===== src/design/sgr_pkg.sv =====
// ----------------------------------------------------------------------------
// sgr_pkg
// Shared types and constants for the stream group reverser.
// ----------------------------------------------------------------------------
package sgr_pkg;

  // Payload and register widths
  localparam int DATA_W = 32;
  localparam int GS_W   = 5;

  // Default buffer depth (largest group that is reversed)
  localparam int MAX_GROUP_DEF = 16;

  // Configuration register space
  localparam int         PADDR_W          = 3;
  localparam int         PDATA_W          = 32;
  localparam logic [0:0] REG_GROUP_SIZE   = 1'b0;  // word index of group_size
  localparam logic [GS_W-1:0] GROUP_SIZE_RST = 5'd2;

  // Commands from the controller to the datapath
  typedef struct packed {
    logic wr_en;     // store the incoming value
    logic rd_en;     // load one buffered value into the output register
    logic run_last;  // loaded value is the last result of its transaction
    logic list_end;  // loaded value closes the list
  } dp_cmd_t;

  // Controller status seen by the top level
  typedef struct packed {
    logic emitting;  // a group is being drained
  } ctl_sts_t;

endpackage


===== src/design/sgr_datapath.sv =====
// ----------------------------------------------------------------------------
// sgr_datapath
// Group buffer memory and output register stage.
// ----------------------------------------------------------------------------
module sgr_datapath
  import sgr_pkg::*;
#(
  parameter int MAX_GROUP = MAX_GROUP_DEF
) (
  input  logic                         clk_i,
  input  logic                         rst_ni,
  input  dp_cmd_t                      cmd_i,
  input  logic [$clog2(MAX_GROUP)-1:0] wr_addr_i,
  input  logic [$clog2(MAX_GROUP)-1:0] rd_addr_i,
  input  logic [DATA_W-1:0]            wr_data_i,
  output logic                         out_free_o,
  output logic                         out_valid_o,
  input  logic                         out_ready_i,
  output logic [DATA_W-1:0]            out_data_o,
  output logic                         out_run_last_o,
  output logic                         out_list_end_o
);

  logic [DATA_W-1:0] buf_q [MAX_GROUP];
  logic [DATA_W-1:0] out_data_q;
  logic              out_run_last_q;
  logic              out_list_end_q;
  logic              out_valid_q;

  // Group buffer write port
  always_ff @(posedge clk_i) begin
    if (cmd_i.wr_en) begin
      buf_q[wr_addr_i] <= wr_data_i;
    end
  end

  // Registered read straight into the output payload
  always_ff @(posedge clk_i) begin
    if (cmd_i.rd_en) begin
      out_data_q     <= buf_q[rd_addr_i];
      out_run_last_q <= cmd_i.run_last;
      out_list_end_q <= cmd_i.list_end;
    end
  end

  // Output valid flag
  always_ff @(posedge clk_i or negedge rst_ni) begin
    if (!rst_ni) begin
      out_valid_q <= 1'b0;
    end else if (cmd_i.rd_en) begin
      out_valid_q <= 1'b1;
    end else if (out_ready_i) begin
      out_valid_q <= 1'b0;
    end
  end

  assign out_free_o     = !out_valid_q || out_ready_i;
  assign out_valid_o    = out_valid_q;
  assign out_data_o     = out_data_q;
  assign out_run_last_o = out_run_last_q;
  assign out_list_end_o = out_list_end_q;

endmodule


===== src/design/sgr_ctrl.sv =====
// ----------------------------------------------------------------------------
// sgr_ctrl
// Fill/drain sequencer: counts the group, then walks the buffer forward or
// backward to emit it.
// ----------------------------------------------------------------------------
module sgr_ctrl
  import sgr_pkg::*;
#(
  parameter int MAX_GROUP = MAX_GROUP_DEF
) (
  input  logic                         clk_i,
  input  logic                         rst_ni,
  input  logic [GS_W-1:0]              group_size_i,
  input  logic                         in_valid_i,
  input  logic                         in_last_i,
  output logic                         in_ready_o,
  input  logic                         out_free_i,
  output dp_cmd_t                      cmd_o,
  output logic [$clog2(MAX_GROUP)-1:0] wr_addr_o,
  output logic [$clog2(MAX_GROUP)-1:0] rd_addr_o,
  output ctl_sts_t                     sts_o
);

  localparam int AW = $clog2(MAX_GROUP);
  localparam int CW = $clog2(MAX_GROUP + 1);

  typedef enum logic {
    ST_FILL,
    ST_EMIT
  } state_e;

  state_e          state_q;
  logic [CW-1:0]   fill_q;
  logic [CW-1:0]   cnt_q;    // number of values in the group being drained
  logic [AW-1:0]   idx_q;    // drain position
  logic            rev_q;
  logic            end_q;

  logic [CW-1:0]   grp_eff;
  logic [CW-1:0]   fill_next;
  logic [CW-1:0]   idx_ext;
  logic [CW-1:0]   rev_pos;
  logic            accept;
  logic            drain;
  logic            last_item;

  // Effective group size: 0 and 1 pass through, large values saturate
  always_comb begin
    if (group_size_i == '0) begin
      grp_eff = CW'(1);
    end else if (int'(group_size_i) > MAX_GROUP) begin
      grp_eff = CW'(MAX_GROUP);
    end else begin
      grp_eff = CW'(group_size_i);
    end
  end

  assign accept    = (state_q == ST_FILL) && in_valid_i;
  assign drain     = (state_q == ST_EMIT) && out_free_i;
  assign fill_next = fill_q + CW'(1);
  assign idx_ext   = CW'(idx_q);
  assign rev_pos   = cnt_q - idx_ext - CW'(1);
  assign last_item = (idx_ext + CW'(1)) == cnt_q;

  // Commands to the datapath
  always_comb begin
    cmd_o.wr_en    = accept;
    cmd_o.rd_en    = drain;
    cmd_o.run_last = last_item;
    cmd_o.list_end = last_item && end_q;
  end

  assign wr_addr_o  = fill_q[AW-1:0];
  assign rd_addr_o  = rev_q ? rev_pos[AW-1:0] : idx_q;
  assign in_ready_o = (state_q == ST_FILL);
  assign sts_o.emitting = (state_q == ST_EMIT);

  // Sequencer state and counters
  always_ff @(posedge clk_i or negedge rst_ni) begin
    if (!rst_ni) begin
      state_q <= ST_FILL;
      fill_q  <= '0;
      cnt_q   <= '0;
      idx_q   <= '0;
      rev_q   <= 1'b0;
      end_q   <= 1'b0;
    end else begin
      unique case (state_q)
        ST_FILL: begin
          if (accept) begin
            if ((fill_next >= grp_eff) || in_last_i) begin
              cnt_q   <= fill_next;
              rev_q   <= (fill_next >= grp_eff);
              end_q   <= in_last_i;
              idx_q   <= '0;
              fill_q  <= '0;
              state_q <= ST_EMIT;
            end else begin
              fill_q <= fill_next;
            end
          end
        end
        ST_EMIT: begin
          if (drain) begin
            if (last_item) begin
              state_q <= ST_FILL;
            end else begin
              idx_q <= idx_q + AW'(1);
            end
          end
        end
        default: state_q <= ST_FILL;
      endcase
    end
  end

endmodule


===== src/design/stream_group_reverser.sv =====
// ----------------------------------------------------------------------------
// stream_group_reverser
// Timing: the transaction that completes a group (or ends the list) sets the
// drain state, then each result is registered into the output stage; the group
// leaves at one value per cycle while the receiver keeps tready high. The
// buffer is either filled or drained, so no input is taken during a drain.
// Reset: asynchronous, active low; empties the buffer count, group_size = 2.
// ----------------------------------------------------------------------------
module stream_group_reverser
  import sgr_pkg::*;
#(
  parameter int MAX_GROUP = MAX_GROUP_DEF
) (
  input  logic               clk_i,
  input  logic               rst_ni,
  // Input stream
  input  logic               s_axis_tvalid,
  output logic               s_axis_tready,
  input  logic [DATA_W-1:0]  s_axis_tdata,   // [31:0] item_value
  input  logic               s_axis_tlast,   // list_end
  // Output stream
  output logic               m_axis_tvalid,
  input  logic               m_axis_tready,
  output logic [DATA_W-1:0]  m_axis_tdata,   // [31:0] out_value
  output logic [0:0]         m_axis_tuser,   // [0] run_last
  output logic               m_axis_tlast,   // out_list_end
  // Configuration port
  input  logic               psel,
  input  logic               penable,
  input  logic               pwrite,
  input  logic [PADDR_W-1:0] paddr,
  input  logic [PDATA_W-1:0] pwdata,
  output logic [PDATA_W-1:0] prdata,
  output logic               pready
);

  localparam int AW = $clog2(MAX_GROUP);

  logic [GS_W-1:0] group_size_q;
  logic            reg_hit;
  dp_cmd_t         cmd;
  ctl_sts_t        sts;
  logic [AW-1:0]   wr_addr;
  logic [AW-1:0]   rd_addr;
  logic            out_free;

  // Register file
  assign pready  = 1'b1;
  assign reg_hit = (paddr[2] == REG_GROUP_SIZE);

  always_ff @(posedge clk_i or negedge rst_ni) begin
    if (!rst_ni) begin
      group_size_q <= GROUP_SIZE_RST;
    end else if (psel && penable && pwrite && pready && reg_hit) begin
      group_size_q <= pwdata[GS_W-1:0];
    end
  end

  assign prdata = reg_hit ? PDATA_W'(group_size_q) : '0;

  // Controller
  sgr_ctrl #(
    .MAX_GROUP (MAX_GROUP)
  ) u_ctrl (
    .clk_i        (clk_i),
    .rst_ni       (rst_ni),
    .group_size_i (group_size_q),
    .in_valid_i   (s_axis_tvalid),
    .in_last_i    (s_axis_tlast),
    .in_ready_o   (s_axis_tready),
    .out_free_i   (out_free),
    .cmd_o        (cmd),
    .wr_addr_o    (wr_addr),
    .rd_addr_o    (rd_addr),
    .sts_o        (sts)
  );

  // Datapath
  sgr_datapath #(
    .MAX_GROUP (MAX_GROUP)
  ) u_datapath (
    .clk_i          (clk_i),
    .rst_ni         (rst_ni),
    .cmd_i          (cmd),
    .wr_addr_i      (wr_addr),
    .rd_addr_i      (rd_addr),
    .wr_data_i      (s_axis_tdata),
    .out_free_o     (out_free),
    .out_valid_o    (m_axis_tvalid),
    .out_ready_i    (m_axis_tready),
    .out_data_o     (m_axis_tdata),
    .out_run_last_o (m_axis_tuser[0]),
    .out_list_end_o (m_axis_tlast)
  );

  // Checks
  a_end_drains: assert property (@(posedge clk_i) disable iff (!rst_ni)
    s_axis_tvalid && s_axis_tready && s_axis_tlast |=> sts.emitting)
    else $error("list end did not start a drain");

  a_no_accept_while_drain: assert property (@(posedge clk_i) disable iff (!rst_ni)
    sts.emitting |-> !s_axis_tready)
    else $error("input accepted while draining");

  a_list_end_closes_run: assert property (@(posedge clk_i) disable iff (!rst_ni)
    m_axis_tvalid && m_axis_tlast |-> m_axis_tuser[0])
    else $error("list end without run end");

endmodule


===== config.mk =====
export PLATFORM = sky130hd
export DESIGN_NAME = stream_group_reverser
export DESIGN_NICKNAME = d
export VERILOG_FILES = /design/src/design/sgr_pkg.sv /design/src/design/sgr_datapath.sv /design/src/design/sgr_ctrl.sv /design/src/design/stream_group_reverser.sv
export SDC_FILE = /design/constraint.sdc
export NUM_CORES = 1
export LEC_CHECK = 0
export ABC_AREA = 1
export BUFFER_PORTS_ARGS = -buffer_cell sky130_fd_sc_hd__clkbuf_2
export CORE_MARGIN = 1.5
export CORE_UTILIZATION = 47
export CTS_BUF_LIST = sky130_fd_sc_hd__clkbuf_16
export CTS_CLUSTER_SIZE = 16
export DETAILED_ROUTE_END_ITERATION = 10
export PLACE_DENSITY = 0.65
export RECOVER_POWER = 25
export SYNTH_ARGS = -nofsm -noshare
export SYNTH_HDL_FRONTEND = slang
export SYNTH_SLANG_ARGS = --single-unit
export TNS_END_PERCENT = 20

===== constraint.sdc =====
create_clock -name clk_i -period 5.3 [get_ports clk_i]
set_clock_uncertainty 0.1 [all_clocks]
set_input_delay 0.795 -clock clk_i [delete_from_list [all_inputs] [get_ports clk_i]]
set_output_delay 0.795 -clock clk_i [all_outputs]
set_load 0.05 [all_outputs]

==> metrics.md, run 1 <==
| Metric | Value |
|---|---|
| CTS H-tree depth | 2 |
| Placed inst area | between 20,000 and 25,000 µm² |
| Fillcell total | between 4,000 and 5,000 |
| Vert. Die Dim | between 200 and 250 µm |
| Initial Utilization | 47.8% |
| Yosys warns | 0 |
| CP Class | flop to flop |
| IO buf count | 86 |
| Row count | 82 |
| Core area | about 50,000 µm² |
| Postcts setup bufs | 0 |
| Max clock buf depth | 3 |
| DR vias | between 10,000 and 15,000 |
| Layout area overhead | 10.5% |
| Most frequent cells in the layout | edfxtp_1, nand2_1, inv_1 |
| Max-Cap Viols | 0 |
| Clock transition at path regs | 60 ps |
| Initial antenna violation count | 0 |
| Via density | roughly 5.1 |
| Area of the die | 52,500 µm² |
| CTS tree | done |
| DP HPWL | roughly 27,000 µm |
| Min Hold Slack | a little over 300 ps |
| Share of cells above drive strength 1 | a little under a tenth |
| Register bit count reported by yosys | 569 |
| Setup TNS Final | 0 ps |
| CTS root buffer | clkbuf_16 |
| Startpoint types | flop |
| Gpl congestion | 0.766 |
| Worst EP arrival | 3650 ps |
| GRT overflow | 0 |
| Worst setup EP type | flop |
| Fin area | between 20,000 and 30,000 µm² |
| CP Data Required Time | 5530 ps |
| # hold bufs at CTS | 0 |
| Post-synthesis sequential area ratio | 70.6% |
| Crit-path max FO | 33 |
| Tightest Hold Check Type | primary input to flop |
| P per Cell Area | 557 nW/µm² |
| Clock latency on the worst-skew pair | approximately 620 ps |
| Clk sinks | approximately 570 |
| Wire length of the first global-routing pass | 78,100 µm |
| DR iter-0 viols | just under 1,000 |
| Largest net degree at the start of global routing | between 150 and 200 |
| Storage element area | 17,000 µm² |
| DRT antenna net count | 0 |
| Mapped Cells | 2,005 |
| Lkg Pwr | roughly 10 nW |
| Multi-input gate area | 5280 µm² |
| Gates resized, CTS repair | 0 |
| Synthesized area | 24,000 µm² |
| Fin. max-slew vios | 0 |
| Min Tclk post-route | between 3000 and 4000 ps |
| Outcome | finished, final reports clean |
| Commonest non-fill, non-tap cell in the layout | edfxtp_1 |
| Final hold violations | 0 |
| Vias in the first global route | ~14,000 |
| DRC violations left | 0 |
| Fmax | between 200 and 300 MHz |
| Final WL | around 50,000 µm |
| Part of the cycle the worst path needs | 64.5% |
| Die X | roughly 230 µm |
| Synth unique cells | 28 |
| TritonCTS buffer count | 57 |
| First-pass DRT Iterations | 5 |
| Setup violators final | 0 |
| Num ports | between 100 and 150 |
| Total Routing Usage GR | between 10% and 20% |
| Antenna cells | 0 |
| RSZ-0062 raised after global routing | false |
| Post-layout net count | 2,158 |
| Syn avg cell area | approximately 12 µm² |
| Relative slew margins | 16.3% |
| Worst-margin pin slew | roughly 1300 ps |
| WL/cell | about 18 µm |
| VDD IR max | slightly below 0.0006 V |
report_power, final:
| group | switching, mW | leakage, nW | internal (mW) |
|---|---|---|---|
| sequential | 0.130 | 5.22 | 5.41 |
| combinational | 3.99 | 4.06 | 1.62 |
| clock | 1.61 | 0.883 | 2.04 |
flip-flops by register name, indices dropped and copies added (netlist names):
| name | count |
|---|---|
| group_size_q | 5 |
| u_ctrl.cnt_q | 5 |
| u_ctrl.end_q | 1 |
| u_ctrl.fill_q | 5 |
| u_ctrl.idx_q | 4 |
| u_ctrl.rev_q | 1 |
| u_ctrl.sts_o | 1 |
| u_datapath.buf_q | 512 |
| u_datapath.out_data_o | 32 |
| u_datapath.out_list_end_o | 1 |
| u_datapath.out_run_last_o | 1 |
| u_datapath.out_valid_o | 1 |
critical path, stage by stage (launching register included):
cell and delay (ps):
dfrtp_1 510, inv_1 110, ha_1 350, a21oi_1 140, nand2_1 80, xnor2_1 130
nand2_1 70, nand2_2 60, buf_4 450, inv_1 510, buf_4 390, nand2_1 100
nand2_1 110
synth_stat cells:
cell type	count	area share, %
edfxtp_1	546	68
nand2_1	480	7.5
inv_1	291	4.5
o211ai_1	192	6.0
nand3_1	111	2.3
a21oi_1	73	1.5
o21ai_0	62	1.3
buf_2	56	1.2
buf_4	42	1.3
nor2_1	37	0.58
buf_6	26	1.2
dfrtp_1	22	2.3
o21ai_1	15	0.31
ha_1	13	0.68
clkbuf_1	9	0.14
nand4_1	6	0.16
inv_2	4	0.062
xor2_1	4	0.15
nand2_2	3	0.078
xnor2_1	3	0.11
buf_1	2	0.031
conb_1	2	0.031
clkinv_1	1	0.016
dfstp_2	1	0.11
fa_1	1	0.083
nand2_4	1	0.047
o21ai_4	1	0.068
or2_0	1	0.026
kinds of logic after synthesis:
logic type / count (synthesis) / synth area share (%)
flops: 569 / 70.6
compound gates: 343 / 9.19
other cells: 2 / 0.0312
buf+inv: 431 / 8.49
simple gates: 639 / 10.7
fa+ha+maj: 14 / 0.760
xor+xnor: 7 / 0.255
per-stage QoR:
| step | total power [mW] | cells | utilization (%) | worst slack [ps] |
|---|---|---|---|---|
| CTS | 15.0 | 2782 | 52.9 | 1850 |
| detailed placement | 11.3 | 2682 | 49.5 | 1870 |
| global placement | 11.2 | 2682 | 49.5 | 1880 |
| finish | 14.8 | 2782 | 52.8 | 1880 |
| global route | 15.8 | 2782 | 52.8 | 1650 |
| floorplan | 10.3 | 2031 | - | 2170 |
layout make-up:
class / instances / share of cell area, %
tap: 672 / 3.17
multi-input combinational: 1031 / 19.9
timing repair buffer: 114 / 2.55
clock inverter: 41 / 0.768
inverter: 296 / 4.18
clock buffer: 59 / 5.56
sequential: 569 / 63.9
per-layer routing:
layer	share of wire (%)	vias up	track usage, %	wire, µm
li1	-	6992	-	-
met1	44	6884	25.7	21800
met2	49	321	32.5	24700
met3	4.9	75	3.29	2460
met4	2.1	0	5.61	1040
met5	0	-	0	0
worst paths after layout:
| path | startpoint | end | slack (ps) | cells after the start |
|---|---|---|---|---|
| max in group asynchronous | rst_ni | u_ctrl.fill_q[0] | 4010 | 1 |
| worst max-delay path | u_ctrl.idx_q[2] | u_datapath.out_data_o[14] | 1880 | 12 |
| min in group asynchronous | rst_ni | group_size_q[0] | 340 | 1 |
| worst max register to register | u_ctrl.idx_q[2] | u_datapath.out_data_o[14] | 1880 | 12 |
| worst min register to register | group_size_q[1] | group_size_q[1] | 400 | 2 |
| worst min-delay path | m_axis_tready | u_datapath.out_valid_o | 310 | 2 |
(Power assumes the default switching activity.)
==> inputs of run 2 (changes only) <==
--- a/config.mk
+++ b/config.mk
@@ -12,7 +12,7 @@
 export CTS_BUF_LIST = sky130_fd_sc_hd__clkbuf_16
 export CTS_CLUSTER_SIZE = 16
 export DETAILED_ROUTE_END_ITERATION = 10
-export PLACE_DENSITY = 0.65
+export PLACE_DENSITY = 0.68
 export RECOVER_POWER = 25
 export SYNTH_ARGS = -nofsm -noshare
 export SYNTH_HDL_FRONTEND = slang
==> constraint.sdc (replaced) <==
create_clock -name clk_i -period 2.9 [get_ports clk_i]
set_clock_uncertainty 0.1 [all_clocks]
set_input_delay 0.435 -clock clk_i [delete_from_list [all_inputs] [get_ports clk_i]]
set_output_delay 0.435 -clock clk_i [all_outputs]
set_load 0.05 [all_outputs]
==> metrics.md, run 2 (synthesized netlist as in run 1, its figures left out) <==
| Metric | Value |
|---|---|
| Commonest non-fill, non-tap cell in the layout | edfxtp_1 |
| Tightest Hold Check Type | primary input to flop |
| RSZ-0062 raised after global routing | false |
| Relative slew margins | 53.3% (+37 points) |
| Crit-path max FO | 31 (-6.1%) |
| Setup TNS Final | 0 ps (unchanged) |
| Hold Path Depth | 3 (+1) |
| IO buf count | 86 (unchanged) |
| Lkg Pwr | 10.6 nW (+3.9%) |
| Crit. path cell count | 11 (-1) |
| WL/cell | 17.8 µm (-0.76%) |
| Max clock buf depth | 3 (unchanged) |
| First-pass DRT Iterations | 7 (+2) |
| Layout area overhead | 13.9% |
| Row count | 82 (unchanged) |
| Setup violators final | 0 (unchanged) |
| VDD IR max | 0.000589 V (-0.63%) |
| Gpl congestion | 0.788 (+2.9%) |
| Fin. max-slew vios | 0 (unchanged) |
| TritonCTS buffer count | 56 (-1.8%) |
| Top reg by flops | u_datapath.buf_q |
| Critical-path cell list | inv_2 -> fa_1 -> nand2_1 -> o21ai_4 -> buf_12 -> buf_12 -> a21oi_1 -> o21ai_0 -> nand3_1 -> nand3_1 -> nand2_1 |
| Vert. Die Dim | 229 µm (unchanged) |
| Worst EP arrival | 2950 ps (-700 ps) |
| Max incr delay on CP | 550 ps (+40 ps) |
| Initial Utilization | 47.8% (unchanged) |
| Max-Cap Viols | 0 (unchanged) |
| Slowest cell on crit path | fa_1 |
| Worst Reg2Reg Path Length in Cells | 11 (-1) |
| Final WL | 50,600 µm (+1.3%) |
| CP Data Required Time | 3140 ps (-2390 ps) |
| CTS tree | done |
| Largest register FFs | 512 (unchanged) |
| Share of cells above drive strength 1 | 11.3% (+2.2 points) |
| Startpoint types | flop |
| Clk sinks | 569 (unchanged) |
| CP Buf/Inv Count | 3 (-1) |
| Clock transition at path regs | 60 ps (about the same) |
| CP Class | flop to flop |
| Final hold violations | 0 (unchanged) |
| Clock latency on the worst-skew pair | 620 ps (about the same) |
| Core area | 50,300 µm² (unchanged) |
| Fmax | 370 MHz (+27%) |
| CP delay by family, top | buffers and inverters |
| Outcome | finished, final reports clean |
| Initial antenna violation count | 3 (+3) |
| DRT antenna net count | 0 (unchanged) |
| P per Cell Area | 1040 nW/µm² (+86%) |
| CTS H-tree depth | 2 (unchanged) |
| Worst-margin pin slew | 701 ps (-555 ps) |
| Die X | 229 µm (unchanged) |
| Vias in the first global route | 14,600 (+6.4%) |
| Worst setup EP type | flop |
| GRT overflow | 0 (unchanged) |
| Via density | 5.14 (+0.14%) |
| Min Tclk post-route | 2700 ps (-716 ps) |
| Tot Pwr | 28.4 mW (+92%) |
| DR vias | 14,600 (+2.2%) |
| Area of the die | 52,500 µm² (unchanged) |
| Num ports | 144 (unchanged) |
| Total Routing Usage GR | 19.6% (+0.27 points) |
| Largest net degree at the start of global routing | 77 (-60%) |
| Part of the cycle the worst path needs | 93.2% (+29 points) |
| CTS root buffer | clkbuf_16 |
| DRC violations left | 0 (unchanged) |
| Wire length of the first global-routing pass | 79,500 µm (+1.7%) |
| Post-layout net count | 2,210 (+2.4%) |
| Most frequent cells in the layout | edfxtp_1, nand2_1, inv_1 |
| DP HPWL | 28,800 µm (+8.0%) |
| DR iter-0 viols | 1,106 (+11%) |
| R2R Setup Slk | 200 ps (-1680 ps) |
[run 2: final cells by class]
type	count	area [µm²]
Clock buffer	56	1400
Antenna cell	2	5.00
Sequential cell	569	17000
Inverter	296	1110
Tap cell	672	841
Timing Repair Buffer	167	1340
Multi-Input combinational cell	1031	5290
Fill cell	4109	22900
Clock inverter	47	414
[run 2: metrics by stage]
stage	cells	utilization [%]	cell area (µm²)	hold slack, ps	worst slack (ps)
5_1_grt	2840	54.4	27400	135	14.3
6_report	2840	54.4	27400	130	198
3_3_place_gp	2722	50.6	25500	359	210
4_1_cts	2833	54.4	27300	83.3	167
3_5_place_dp	2722	50.6	25500	372	189
2_1_floorplan	2031	-	24100	39.4	-234
[run 2: repair_timing]
action,CTS,global route
setup buffers,0,5
resized for setup,0,3
hold buffers,8,0
endpoints found under the hold margin,29,0
endpoints found under the setup margin,0,12
[run 2: worst paths after layout]
path	start	endpoint
max	u_ctrl.idx_q[1]	u_datapath.out_data_o[23]
min reg2reg	u_ctrl.cnt_q[0]	u_ctrl.cnt_q[0]
max in group asynchronous	rst_ni	u_ctrl.idx_q[3]
min	s_axis_tvalid	u_ctrl.end_q
min in group asynchronous	rst_ni	group_size_q[3]
max reg2reg	u_ctrl.idx_q[1]	u_datapath.out_data_o[23]
[run 2: worst reg2reg max path: stages, from the launching register on]
cell     delay [ps]
dfrtp_1         490
inv_2           120
fa_1            550
nand2_1          80
o21ai_4         120
buf_12          240
buf_12          240
a21oi_1          60
o21ai_0         100
nand3_1         110
nand3_1         110
nand2_1         130
[run 2: where the power goes]
group	internal (mW)	switching, mW
logic	3.53	7.57
registers	9.90	0.241
clock network	4.13	3.01
[run 2: per-layer routing]
metal / share of wire (%) / routed length, µm / GRT usage (%) / vias to the layer above
met5: 0 / 0 / 0 / -
met4: 4.0 / 2050 / 9.07 / 0
met3: 5.1 / 2580 / 3.11 / 113
met2: 49 / 24900 / 33.4 / 377
met1: 42 / 21100 / 24.5 / 6985
li1: - / - / - / 7115
